File: src/rtl/color_sensor_normalizer_macros.svh
// Assertion macros shared by the colour sensor normaliser RTL.
// Included by the top level; depends on nothing else.
`ifndef COLOR_SENSOR_NORMALIZER_MACROS_SVH
`define COLOR_SENSOR_NORMALIZER_MACROS_SVH

// Property that must hold at every rising clock edge outside reset.
`define CSN_ASSERT(name, clk, rst, prop, msg) \
   name: assert property (@(posedge clk) disable iff (rst) (prop)) else $error(msg);

// Condition that must be followed in the next cycle by a consequence.
`define CSN_ASSERT_NEXT(name, clk, rst, ante, cons, msg) \
   name: assert property (@(posedge clk) disable iff (rst) (ante) |=> (cons)) else $error(msg);

`endif

File: src/rtl/csn_pkg.sv
// Package for the colour sensor normaliser: widths, reset values, register
// indices and sequencer states. Depends on nothing.
`timescale 1ns / 1ps

package csn_pkg;

   // Field widths.
   localparam int COUNT_WIDTH     = 16;
   localparam int LEVEL_WIDTH     = 8;
   localparam int CSR_INDEX_WIDTH = 4;

   // Three colour channels go through the shared divider in turn.
   localparam int NUM_CHAN      = 3;
   localparam int CHAN_WIDTH    = $clog2(NUM_CHAN);
   localparam int BIT_CNT_WIDTH = $clog2(LEVEL_WIDTH);

   localparam logic [CHAN_WIDTH-1:0]    LAST_CHAN = CHAN_WIDTH'(NUM_CHAN - 1);
   localparam logic [BIT_CNT_WIDTH-1:0] LAST_BIT  = BIT_CNT_WIDTH'(LEVEL_WIDTH - 1);
   localparam logic [LEVEL_WIDTH-1:0]   LEVEL_MAX = '1;

   // Register reset values.
   localparam logic [COUNT_WIDTH-1:0] DARK_THRESHOLD_RESET   = 16'd60;
   localparam logic [COUNT_WIDTH-1:0] BRIGHT_LOW_RESET       = 16'd5000;
   localparam logic [COUNT_WIDTH-1:0] BRIGHT_HIGH_RESET      = 16'd9000;
   localparam logic [COUNT_WIDTH-1:0] STABILITY_WINDOW_RESET = 16'd1000;

   // Configuration register indices.
   typedef enum logic [CSR_INDEX_WIDTH-1:0] {
      CSR_DARK_THRESHOLD   = 4'd0,
      CSR_BRIGHT_LOW       = 4'd1,
      CSR_BRIGHT_HIGH      = 4'd2,
      CSR_STABILITY_WINDOW = 4'd3
   } csr_index_type;

   // Sequencer states.
   typedef enum logic [1:0] {
      ST_IDLE,
      ST_SETUP,
      ST_DIVIDE,
      ST_FINISH
   } state_type;

endpackage

File: src/rtl/csn_if.sv
// Valid/ready channel interfaces for the colour sensor normaliser: one for
// readings, one for results. Depends on csn_pkg.
`timescale 1ns / 1ps

interface csn_req_if;
   logic                             valid;
   logic                             ready;
   logic                             paused;
   logic [csn_pkg::COUNT_WIDTH-1:0]  red_count;
   logic [csn_pkg::COUNT_WIDTH-1:0]  green_count;
   logic [csn_pkg::COUNT_WIDTH-1:0]  blue_count;
   logic [csn_pkg::COUNT_WIDTH-1:0]  clear_count;

   modport source (
      output valid, paused, red_count, green_count, blue_count, clear_count,
      input  ready
   );
   modport sink (
      input  valid, paused, red_count, green_count, blue_count, clear_count,
      output ready
   );
endinterface

interface csn_rsp_if;
   logic                             valid;
   logic                             ready;
   logic                             lamp_on;
   logic                             color_valid;
   logic [csn_pkg::LEVEL_WIDTH-1:0]  red_level;
   logic [csn_pkg::LEVEL_WIDTH-1:0]  green_level;
   logic [csn_pkg::LEVEL_WIDTH-1:0]  blue_level;

   modport source (
      output valid, lamp_on, color_valid, red_level, green_level, blue_level,
      input  ready
   );
   modport sink (
      input  valid, lamp_on, color_valid, red_level, green_level, blue_level,
      output ready
   );
endinterface

File: src/rtl/color_sensor_normalizer.sv
// Colour sensor normaliser top level: lamp control, colour capture and a
// shared restoring divider. Depends on csn_pkg, csn_if and the macro header.
//
//   channel   direction  beat contents
//   req_bus   in         paused, red/green/blue/clear counts
//   rsp_bus   out        lamp_on, color_valid, red/green/blue levels
//   csr_*     in         write enable, register index, 16-bit data
//
// An unpaused reading with a valid colour passes from acceptance to the result
// register through, per channel, one compare step and, unless the level
// saturates, eight quotient bits from the single shared subtractor, then one load
// step. Paused or invalid readings go straight to the load. A new reading is
// taken at the earliest in the cycle after the load, not while one is in flight;
// the load waits while an earlier result is still unaccepted. The result register
// lets the next reading be accepted while a result waits. Reset is synchronous and
// clears the lamp, capture state and registers to their defaults.
`timescale 1ns / 1ps
`include "color_sensor_normalizer_macros.svh"

module color_sensor_normalizer (
   input  logic                                  clock,
   input  logic                                  reset,
   csn_req_if.sink                               req_bus,
   csn_rsp_if.source                             rsp_bus,
   input  logic                                  csr_write_enable,
   input  logic [csn_pkg::CSR_INDEX_WIDTH-1:0]   csr_index,
   input  logic [csn_pkg::COUNT_WIDTH-1:0]       csr_write_data
);

   localparam int CW  = csn_pkg::COUNT_WIDTH;
   localparam int LW  = csn_pkg::LEVEL_WIDTH;
   localparam int CHW = csn_pkg::CHAN_WIDTH;
   localparam int BCW = csn_pkg::BIT_CNT_WIDTH;

   // Configuration registers.
   logic [CW-1:0] dark_threshold_ff, bright_low_ff;
   logic [CW-1:0] bright_high_ff, stability_window_ff;

   // Persistent state.
   logic          lamp_ff, lamp_in;
   logic          stable_ff, stable_in;
   logic [CW-1:0] prev_clear_ff, prev_clear_in;
   logic [CW-1:0] held_ff [csn_pkg::NUM_CHAN];
   logic          capture;

   // Sequencer and divider.
   csn_pkg::state_type                 state_ff, state_in;
   logic [csn_pkg::CHAN_WIDTH-1:0]     chan_ff, chan_in;
   logic [csn_pkg::BIT_CNT_WIDTH-1:0]  bit_cnt_ff, bit_cnt_in;
   logic [CW-1:0]                      clear_ff, clear_in;
   logic [CW-1:0]                      rem_ff, rem_in;
   logic [LW-1:0]                      quot_ff, quot_in;
   logic [LW-1:0]                      level_ff [csn_pkg::NUM_CHAN];
   logic [LW-1:0]                      level_in;
   logic                               level_we;
   logic                               color_ok_ff, color_ok_in;

   // Result register.
   logic          rsp_valid_ff, rsp_valid_in;
   logic          rsp_lamp_ff, rsp_color_ff;
   logic [LW-1:0] rsp_red_ff, rsp_green_ff, rsp_blue_ff;

   logic          accept, out_free, out_load;
   logic [CW-1:0] req_clear, abs_diff, held_sel;
   logic [CW:0]   sub_a;
   logic [CW+1:0] sub_res;
   logic          borrow;

   // Terms used by the checks.
   logic          seq_busy, rem_ok, levels_zero;

   assign accept    = req_bus.valid && req_bus.ready;
   assign out_free  = !rsp_valid_ff || rsp_bus.ready;
   assign out_load  = (state_ff == csn_pkg::ST_FINISH) && out_free;
   assign req_clear = req_bus.clear_count;

   // Configuration writes; unknown indices are ignored.
   always_ff @(posedge clock) begin
      if (reset) begin
         dark_threshold_ff   <= csn_pkg::DARK_THRESHOLD_RESET;
         bright_low_ff       <= csn_pkg::BRIGHT_LOW_RESET;
         bright_high_ff      <= csn_pkg::BRIGHT_HIGH_RESET;
         stability_window_ff <= csn_pkg::STABILITY_WINDOW_RESET;
      end else if (csr_write_enable) begin
         case (csn_pkg::csr_index_type'(csr_index))
            csn_pkg::CSR_DARK_THRESHOLD:   dark_threshold_ff   <= csr_write_data;
            csn_pkg::CSR_BRIGHT_LOW:       bright_low_ff       <= csr_write_data;
            csn_pkg::CSR_BRIGHT_HIGH:      bright_high_ff      <= csr_write_data;
            csn_pkg::CSR_STABILITY_WINDOW: stability_window_ff <= csr_write_data;
            default: ;
         endcase
      end
   end

   // Lamp hysteresis and stability test for an accepted reading.
   always_comb begin
      abs_diff = (prev_clear_ff >= req_clear) ? (prev_clear_ff - req_clear)
                                              : (req_clear - prev_clear_ff);
      lamp_in       = lamp_ff;
      stable_in     = stable_ff;
      prev_clear_in = prev_clear_ff;
      capture       = 1'b0;
      if (accept && !req_bus.paused) begin
         if (req_clear != '0 && req_clear < dark_threshold_ff) begin
            lamp_in = 1'b1;
         end else if (req_clear > bright_low_ff && req_clear < bright_high_ff) begin
            lamp_in = 1'b0;
         end
         if (lamp_in) begin
            if (abs_diff < stability_window_ff) begin
               stable_in = 1'b1;
               capture   = 1'b1;
            end
            prev_clear_in = req_clear;
         end else begin
            stable_in = 1'b0;
         end
      end
   end

   // The shared subtractor: a saturation test in setup, a quotient bit in divide.
   always_comb begin
      held_sel = held_ff[chan_ff];
      sub_a    = (state_ff == csn_pkg::ST_SETUP) ? {1'b0, held_sel} : {rem_ff, 1'b0};
      sub_res  = {1'b0, sub_a} - {2'b00, clear_ff};
      borrow   = sub_res[CW+1];
   end

   // Datapath next values.
   always_comb begin
      chan_in     = chan_ff;
      bit_cnt_in  = bit_cnt_ff;
      clear_in    = clear_ff;
      rem_in      = rem_ff;
      quot_in     = quot_ff;
      color_ok_in = color_ok_ff;
      level_in    = csn_pkg::LEVEL_MAX;
      level_we    = 1'b0;
      case (state_ff)
         csn_pkg::ST_IDLE: begin
            if (accept) begin
               clear_in    = req_clear;
               chan_in     = '0;
               color_ok_in = !req_bus.paused && stable_in;
            end
         end
         csn_pkg::ST_SETUP: begin
            rem_in     = held_sel;
            quot_in    = '0;
            bit_cnt_in = '0;
            if (!borrow) begin
               // Held count at or above clear: quotient would exceed the range.
               level_we = 1'b1;
               chan_in  = chan_ff + CHW'(1);
            end
         end
         csn_pkg::ST_DIVIDE: begin
            if (!borrow) begin
               rem_in = sub_res[CW-1:0];
            end else begin
               rem_in = sub_a[CW-1:0];
            end
            quot_in    = {quot_ff[LW-2:0], !borrow};
            bit_cnt_in = bit_cnt_ff + BCW'(1);
            if (bit_cnt_ff == csn_pkg::LAST_BIT) begin
               level_in = quot_in;
               level_we = 1'b1;
               chan_in  = chan_ff + CHW'(1);
            end
         end
         default: ;
      endcase
   end

   // Next state.
   always_comb begin
      state_in = state_ff;
      case (state_ff)
         csn_pkg::ST_IDLE: begin
            if (accept) begin
               state_in = (!req_bus.paused && stable_in) ? csn_pkg::ST_SETUP
                                                         : csn_pkg::ST_FINISH;
            end
         end
         csn_pkg::ST_SETUP: begin
            if (borrow) begin
               state_in = csn_pkg::ST_DIVIDE;
            end else if (chan_ff == csn_pkg::LAST_CHAN) begin
               state_in = csn_pkg::ST_FINISH;
            end
         end
         csn_pkg::ST_DIVIDE: begin
            if (bit_cnt_ff == csn_pkg::LAST_BIT) begin
               state_in = (chan_ff == csn_pkg::LAST_CHAN) ? csn_pkg::ST_FINISH
                                                          : csn_pkg::ST_SETUP;
            end
         end
         csn_pkg::ST_FINISH: begin
            if (out_free) begin
               state_in = csn_pkg::ST_IDLE;
            end
         end
         default: state_in = csn_pkg::ST_IDLE;
      endcase
   end

   // Handshake outputs.
   always_comb begin
      req_bus.ready = (state_ff == csn_pkg::ST_IDLE);
      rsp_valid_in  = out_load || (rsp_valid_ff && !rsp_bus.ready);
   end

   // Control registers.
   always_ff @(posedge clock) begin
      if (reset) begin
         state_ff      <= csn_pkg::ST_IDLE;
         lamp_ff       <= 1'b0;
         stable_ff     <= 1'b0;
         prev_clear_ff <= '0;
         rsp_valid_ff  <= 1'b0;
         for (int i = 0; i < csn_pkg::NUM_CHAN; i++) begin
            held_ff[i] <= '0;
         end
      end else begin
         state_ff      <= state_in;
         lamp_ff       <= lamp_in;
         stable_ff     <= stable_in;
         prev_clear_ff <= prev_clear_in;
         rsp_valid_ff  <= rsp_valid_in;
         if (capture) begin
            held_ff[0] <= req_bus.red_count;
            held_ff[1] <= req_bus.green_count;
            held_ff[2] <= req_bus.blue_count;
         end
      end
   end

   // Divider and result payload registers.
   always_ff @(posedge clock) begin
      chan_ff     <= chan_in;
      bit_cnt_ff  <= bit_cnt_in;
      clear_ff    <= clear_in;
      rem_ff      <= rem_in;
      quot_ff     <= quot_in;
      color_ok_ff <= color_ok_in;
      if (level_we) begin
         level_ff[chan_ff] <= level_in;
      end
      if (accept) begin
         rsp_lamp_ff <= lamp_in;
      end
      if (out_load) begin
         rsp_color_ff <= color_ok_ff;
         rsp_red_ff   <= color_ok_ff ? level_ff[0] : '0;
         rsp_green_ff <= color_ok_ff ? level_ff[1] : '0;
         rsp_blue_ff  <= color_ok_ff ? level_ff[2] : '0;
      end
   end

   // The lamp state of a result is taken at acceptance and copied at load.
   logic rsp_lamp_out_ff;
   always_ff @(posedge clock) begin
      if (out_load) begin
         rsp_lamp_out_ff <= rsp_lamp_ff;
      end
   end

   assign rsp_bus.valid       = rsp_valid_ff;
   assign rsp_bus.lamp_on     = rsp_lamp_out_ff;
   assign rsp_bus.color_valid = rsp_color_ff;
   assign rsp_bus.red_level   = rsp_red_ff;
   assign rsp_bus.green_level = rsp_green_ff;
   assign rsp_bus.blue_level  = rsp_blue_ff;

   // Checks on the sequencer and divider.
   assign seq_busy    = (state_ff != csn_pkg::ST_IDLE);
   assign rem_ok      = (state_ff != csn_pkg::ST_DIVIDE) || (rem_ff < clear_ff);
   assign levels_zero = !rsp_bus.valid || rsp_bus.color_valid
                        || (rsp_bus.red_level == '0 && rsp_bus.green_level == '0
                            && rsp_bus.blue_level == '0);

   `CSN_ASSERT_NEXT(a_accept_leaves_idle, clock, reset, accept, seq_busy, "still idle")
   `CSN_ASSERT(a_rem_below_divisor, clock, reset, rem_ok, "remainder not below clear")
   `CSN_ASSERT(a_invalid_levels_zero, clock, reset, levels_zero, "levels without colour")

endmodule

File: src/flat_wrapper.sv
// flat-port wrapper written by rule: the top's interface ports become plain ports
module color_sensor_normalizer_flat 
  (clock, reset, csr_write_enable, csr_index, csr_write_data, req_bus_valid, req_bus_paused, req_bus_red_count, req_bus_green_count, req_bus_blue_count, req_bus_clear_count, req_bus_ready, rsp_bus_valid, rsp_bus_lamp_on, rsp_bus_color_valid, rsp_bus_red_level, rsp_bus_green_level, rsp_bus_blue_level, rsp_bus_ready);
  csn_req_if req_bus_i ();
  csn_rsp_if rsp_bus_i ();
  input  logic clock;
  input  logic reset;
  input  logic csr_write_enable;
  input  logic [csn_pkg::CSR_INDEX_WIDTH-1:0] csr_index;
  input  logic [csn_pkg::COUNT_WIDTH-1:0] csr_write_data;
  input wire logic [$bits(req_bus_i.valid)-1:0] req_bus_valid;
  input wire logic [$bits(req_bus_i.paused)-1:0] req_bus_paused;
  input wire logic [$bits(req_bus_i.red_count)-1:0] req_bus_red_count;
  input wire logic [$bits(req_bus_i.green_count)-1:0] req_bus_green_count;
  input wire logic [$bits(req_bus_i.blue_count)-1:0] req_bus_blue_count;
  input wire logic [$bits(req_bus_i.clear_count)-1:0] req_bus_clear_count;
  output wire logic [$bits(req_bus_i.ready)-1:0] req_bus_ready;
  output wire logic [$bits(rsp_bus_i.valid)-1:0] rsp_bus_valid;
  output wire logic [$bits(rsp_bus_i.lamp_on)-1:0] rsp_bus_lamp_on;
  output wire logic [$bits(rsp_bus_i.color_valid)-1:0] rsp_bus_color_valid;
  output wire logic [$bits(rsp_bus_i.red_level)-1:0] rsp_bus_red_level;
  output wire logic [$bits(rsp_bus_i.green_level)-1:0] rsp_bus_green_level;
  output wire logic [$bits(rsp_bus_i.blue_level)-1:0] rsp_bus_blue_level;
  input wire logic [$bits(rsp_bus_i.ready)-1:0] rsp_bus_ready;
  assign req_bus_i.valid = req_bus_valid;
  assign req_bus_i.paused = req_bus_paused;
  assign req_bus_i.red_count = req_bus_red_count;
  assign req_bus_i.green_count = req_bus_green_count;
  assign req_bus_i.blue_count = req_bus_blue_count;
  assign req_bus_i.clear_count = req_bus_clear_count;
  assign req_bus_ready = req_bus_i.ready;
  assign rsp_bus_valid = rsp_bus_i.valid;
  assign rsp_bus_lamp_on = rsp_bus_i.lamp_on;
  assign rsp_bus_color_valid = rsp_bus_i.color_valid;
  assign rsp_bus_red_level = rsp_bus_i.red_level;
  assign rsp_bus_green_level = rsp_bus_i.green_level;
  assign rsp_bus_blue_level = rsp_bus_i.blue_level;
  assign rsp_bus_i.ready = rsp_bus_ready;
  color_sensor_normalizer u_core (.clock(clock), .reset(reset), .req_bus(req_bus_i), .rsp_bus(rsp_bus_i), .csr_write_enable(csr_write_enable), .csr_index(csr_index), .csr_write_data(csr_write_data));
endmodule
File: config.mk
export PLATFORM = sky130hd
export DESIGN_NAME = color_sensor_normalizer_flat
export DESIGN_NICKNAME = d
export VERILOG_FILES = /design/src/rtl/csn_pkg.sv /design/src/rtl/csn_if.sv /design/src/rtl/color_sensor_normalizer.sv /design/src/flat_wrapper.sv
export VERILOG_INCLUDE_DIRS = /design/src /design/src/rtl
export SDC_FILE = /design/constraint.sdc
export NUM_CORES = 1
export LEC_CHECK = 0
export BUFFER_PORTS_ARGS = -buffer_cell sky130_fd_sc_hd__buf_2
export CAP_MARGIN = 20
export CELL_PAD_IN_SITES_DETAIL_PLACEMENT = 1
export CELL_PAD_IN_SITES_GLOBAL_PLACEMENT = 2
export CORE_MARGIN = 2
export CORE_UTILIZATION = 30
export CTS_CLUSTER_DIAMETER = 30
export DETAILED_ROUTE_END_ITERATION = 6
export PLACE_DENSITY = 0.66
export RECOVER_POWER = 25
export SLEW_MARGIN = 20
export SYNTH_ARGS = -nofsm -noshare
export SYNTH_HDL_FRONTEND = slang
export SYNTH_SLANG_ARGS = --single-unit
File: constraint.sdc
create_clock -name clock -period 8.1 [get_ports clock]
set_input_delay 1.62 -clock clock [delete_from_list [all_inputs] [get_ports clock]]
set_output_delay 1.62 -clock clock [all_outputs]
set_load 0.1 [all_outputs]
Yosys cells after proc, flatten, opt, wreduce, memory -nomap -nowiden
Memory sizes are Yosys's and may differ from the RTL's. A register that Yosys moved wholly into a read port is not among the register bits.
Cells that the tools add are included.
{"block": "totals", "word_cells": 119, "latchBits": 0, "output_inout_bits": 28, "regBits": 133, "mem_bits_ro": 0, "in_bits": 90, "ramBits": 72, "n_memories": 2}
{"block": "classes", "bitwise_logic": 3, "mux": 44, "add_sub_neg": 5, "order_cmp": 5, "n_div": 0, "shifts": 0, "n_eq_ne": 13, "reduce_logical": 29, "n_mul": 0}
{"memory": "u_core.held_ff", "words": 3, "width": 16, "read_ports": 1, "rd_clocked_by_memory_dff": 1, "write_ports": 3, "line": "color_sensor_normalizer.sv:43", "rtl": "logic [CW-1:0] held_ff [csn_pkg::NUM_CHAN];"}
{"memory": "u_core.level_ff", "words": 3, "width": 8, "read_ports": 3, "rd_clocked_by_memory_dff": 3, "write_ports": 1, "line": "color_sensor_normalizer.sv:53", "rtl": "logic [LW-1:0] level_ff [csn_pkg::NUM_CHAN];"}
{"operator": "2-to-1 mux 16 bit", "n": 5}
{"operator": "< comparator 16 bit", "n": 3}
{"operator": "one-hot mux 16 bit (2 select lines)", "n": 1}
{"operator": "subtractor 16 bit", "n": 2}
{"operator": "2-to-1 mux 2 bit", "n": 11}
{"operator": "2-to-1 mux 1 bit", "n": 19}
{"operator": "subtractor 17 x 16 -> 18 bit", "n": 1}
{"operator": "2-to-1 mux 17 bit", "n": 1}
{"operator": ">= comparator 16 bit", "n": 1}
{"operator": "> comparator 16 bit", "n": 1}
{"operator": "2-to-1 mux 8 bit", "n": 2}
{"operator": "nonzero test 16 bit", "n": 1}
{"operator": "one-hot mux 7 bit (2 select lines)", "n": 1}
{"operator": "AND reduction 2 bit", "n": 6}
{"operator": "equality test 4 x 2 -> 1 bit (second input constant)", "n": 2}
{"operator": "one-hot mux 2 bit (4 select lines)", "n": 1}
{"operator": "AND reduction 4 bit", "n": 2}
{"operator": "logical AND 1 bit", "n": 7}
{"operator": "logical NOT 1 bit", "n": 7}
{"operator": "equality test 2 bit (second input constant)", "n": 3}
{"operator": "one-hot mux 2 bit (3 select lines)", "n": 1}
{"operator": "one-hot mux 3 bit (2 select lines)", "n": 1}
{"operator": "equality test 4 x 1 -> 1 bit (second input constant)", "n": 1}
{"operator": "logical NOT 4 bit", "n": 1}
{"operator": "13 further kinds", "n": 18}

Longest topological paths before layout
{"block": "depth", "word_depth": 11, "depth_mapped": 23, "mapped_depth_nobuf": 21}

Worst setup path after synthesis
OpenSTA, ideal clock, no wires.
{"block": "synth_path", "kind": "input-to-reg", "from": "input port req_bus_clear_count[0]", "to": "memory u_core.held_ff[0][0] in the netlist's numbering (enable)", "path_stages": 18, "path_slack_ns": 1.845, "required_time_ns": 7.696, "arrival_ns": 5.850, "path_buffers": 0, "setup_time_ns": 0.404, "path_cell_list": "ha_1 > inv_1 > fa_1 > a21o_1 > a21oi_1 > o22ai_1 > o21ai_0 > nand3_1 > or3b_2 > a22o_1 > xnor2_1 > ha_1 > nand4_1 > nor2_1 > a21oi_1 > nand2_1 > nor3_1 > a21o_1"}
{"element": "start, declared", "line": "flat_wrapper.sv:16", "rtl": "input wire logic [$bits(req_bus_i.clear_count)-1:0] req_bus_clear_count;"}
{"element": "end, declared", "line": "color_sensor_normalizer.sv:43"}

==> flow_metrics.env <==
export IMPL_ys_types=62
export IMPL_drive_above_1_share_pct=17.5
export IMPL_power_density_nw_per_um2=359
export IMPL_clk_path_buf_depth=3
export IMPL_yosysTopAreaCell="edfxtp_1"
export IMPL_grt_total_usage_pct=17.0
export IMPL_core_area_sq_um=42200
export IMPL_violations="max-capacitance violations, max-slew violations"
export IMPL_hp_class="reg -> reg"
export IMPL_dr_pass1_iters=4
export IMPL_placed_cells=1939
export IMPL_slew_viol_final=68
export IMPL_syn_to_final_growth_pct=28.2
export IMPL_routabilityCongestion=0.840
export IMPL_final_cells=2068
export IMPL_yosys_warnings=0
export IMPL_num_rows=75
export IMPL_crit_required_ns=8.30
export IMPL_synth_main_ff_cell="edfxtp_1"
export IMPL_synth_commonest_cells="nand2_1, edfxtp_1, inv_1"
export IMPL_post_cts_buffers=0
export IMPL_cts_max_level=3
export IMPL_worstHoldPathCells=2
export IMPL_cts_hold_buffers=0
export IMPL_min_period_ns=6.15
export IMPL_drc_errors=0
export IMPL_cp_max_fo=48
export IMPL_via_per_inst=4.81
export IMPL_endpoint_kind="flop"
export IMPL_critPathKind="in -> reg"
export IMPL_cap_violations=2
export IMPL_clockRootBuffer="clkbuf_16"
export IMPL_fmax_mhz=163
export IMPL_vias=9952
export IMPL_nFillCells=4754
export IMPL_p_leak_nw=6.87
export IMPL_post_cts_resized=0
export IMPL_seq_area_frac_synth_pct=47.0
export IMPL_wl_per_cell_microns=17.8
export IMPL_ant_nets=0
export IMPL_fin_skew_ns=0.0197
export IMPL_fp_dieH_microns=211
export IMPL_numCtsBuffers=70
export IMPL_syn_avg_cell_area_sq_um=9.81
export IMPL_fp_dieArea_sq_um=44700
export IMPL_syn_nets=1525
export IMPL_wirelength_microns=36700
export IMPL_worst_setup_hold_path_clk_slew_ns=0.04
export IMPL_cp_arrival_ns=6.35
export IMPL_initial_core_util_pct=30.6
export IMPL_final_nets=1683
export IMPL_slew_headroom_pct=-12.0
export IMPL_grt_overflow=0
export IMPL_cp_start_kind="input pin"
export IMPL_syn_area_sq_um=12900
export IMPL_hold_viol_final=0
export IMPL_cts_tree="built"
export IMPL_grt_max_degree=89
export IMPL_async_reset_ff_share_pct=0
export IMPL_grt_pass1_wl_microns=58700
export IMPL_reg2reg_depth=22
export IMPL_clock_latency_ns=0.57
export IMPL_fin_util_pct=39.2
export IMPL_ys_ff_latch=231
export IMPL_synth_area_top_cells="edfxtp_1, dfxtp_1, ha_1"
export IMPL_synth_most_common_cell="nand2_1"
export IMPL_ios=118
export IMPL_tightest_slew_ns=1.68
export IMPL_synth_top_cell_area_share_pct=33.5
export IMPL_setup_tns_final_ns=0
export IMPL_ir_drop_mv=0.171
export IMPL_port_buffers=117
export IMPL_finalSetupViolCount=0
export IMPL_cts_sinks=231
export IMPL_hpwl_microns=26500
export IMPL_grt_pass1_vias=10500
export IMPL_synthCells=1315
export IMPL_rsz0062_at_grt="no"
export IMPL_synth_edf_count=144
export IMPL_status="complete, but fails checks"
export IMPL_fin_crit_sh_pct=75.9
export IMPL_fp_dieW_microns=211
export IMPL_antenna_cells=0
export IMPL_drtIter0Drc=410
export IMPL_grt_antenna_before_repair=2
## layer usage
layer  part of all wire, %  track usage, %  routed length, microns
met1                    46            21.4                   16800
met3                   3.9            3.22                    1440
met5                     0               0                       0
met2                    47            28.7                   17400
met4                   2.8            6.70                    1030
## kinds of logic after synthesis
kind of cell / synth area share (%)
compound gates: 12.6
xor+xnor: 1.63
fa+ha+maj: 11.8
buf+inv: 5.46
flops: 47.0
mux: 4.77
simple gates: 16.8
## cell usage in the layout (no fill, tap or decap), drive strengths merged, types with 4 or more instances in the layout
| cell | count |
|---|---|
| a2111oi | 5 |
| a211o | 11 |
| a211oi | 8 |
| a21boi | 5 |
| a21o | 15 |
| a21oi | 108 |
| a31oi | 12 |
| and2 | 88 |
| and3 | 4 |
| buf | 119 |
| bufinv | 11 |
| clkbuf | 113 |
| clkinv | 17 |
| dfxtp | 87 |
| edfxtp | 144 |
| ha | 117 |
| inv | 130 |
| mux2 | 20 |
| mux2i | 39 |
| nand2 | 177 |
| nand2b | 9 |
| nand3 | 17 |
| nand3b | 15 |
| nand4 | 12 |
| nor2 | 76 |
| nor2b | 11 |
| nor3 | 12 |
| nor4 | 6 |
| o211ai | 12 |
| o21a | 9 |
| o21ai | 45 |
| o21bai | 6 |
| o31ai | 5 |
| or2 | 7 |
| xnor2 | 18 |
| xor2 | 6 |
## area by class of cell
class	count	area, sq um	area share (%)
clock inverters	33	510	3.09
well taps	539	674	4.08
inverters	127	477	2.88
clock buffers	95	1940	11.7
flip-flops and latches	231	6070	36.7
multi-input cells	906	6150	37.2
repair buffers	137	726	4.39
## stage by stage
| stage | hold slack, ns | power [mW] | cell area, sq um | setup WS, ns |
|---|---|---|---|---|
| detailed placement | 0.450 | 3.18 | 14100 | 1.60 |
| global placement | 0.444 | 3.15 | 14100 | 1.69 |
| floorplan | 0.400 | 2.73 | 12900 | 1.85 |
| global route | 0.466 | 6.30 | 16500 | 1.52 |
| CTS | 0.455 | 6.04 | 16500 | 2.20 |
| finish | 0.452 | 5.94 | 16500 | 1.95 |
## sequential cells by signal (all words and copies together), names as in the netlist, 3 cells and up, named ones only
name	count
u_core.bit_cnt_ff	3
u_core.bright_high_ff	16
u_core.bright_low_ff	16
u_core.clear_ff	16
u_core.dark_threshold_ff	16
u_core.held_ff	48
u_core.level_ff	24
u_core.prev_clear_ff	16
u_core.quot_ff	7
u_core.rem_ff	16
u_core.rsp_bus.blue_level	8
u_core.rsp_bus.green_level	8
u_core.rsp_bus.red_level	8
u_core.stability_window_ff	16
## critical path: stages
cell and delay (ns):
clkbuf_1 0.41, inv_1 0.17, fa_1 0.47, a21o_1 0.18
a21oi_1 0.27, o22ai_1 0.17, o21ai_0 0.19, nand3_1 0.10
buf_4 0.24, or3b_2 0.46, a22o_1 0.22, xnor2_1 0.16
ha_1 0.25, nand4_1 0.11, nor2_1 0.08, a21oi_1 0.14
nand2_1 0.06, nor3_1 0.19, buf_4 0.19, a21o_2 0.13
buf_4 0.49
## path summary, 6_finish.rpt
kind | startpoint | to | slack (ns)
setup / recovery | req_bus_clear_count[1] | u_core.held_ff[2][3] | 1.95
hold / removal | u_core.bright_high_ff[12] | u_core.bright_high_ff[12] | 0.45
setup reg to reg | u_core.prev_clear_ff[0] | u_core.held_ff[2][3] | 3.11
hold reg to reg | u_core.bright_high_ff[12] | u_core.bright_high_ff[12] | 0.45
## report_power, final
part	leakage (nW)	total, mW	switching [mW]	internal, mW
combinational	3.58	1.59	1.01	0.585
clock	1.18	2.81	0.796	2.01
sequential	2.10	1.54	0.0605	1.48
total	6.87	5.94	1.87	4.08
Power figures use the tool's default switching activity.
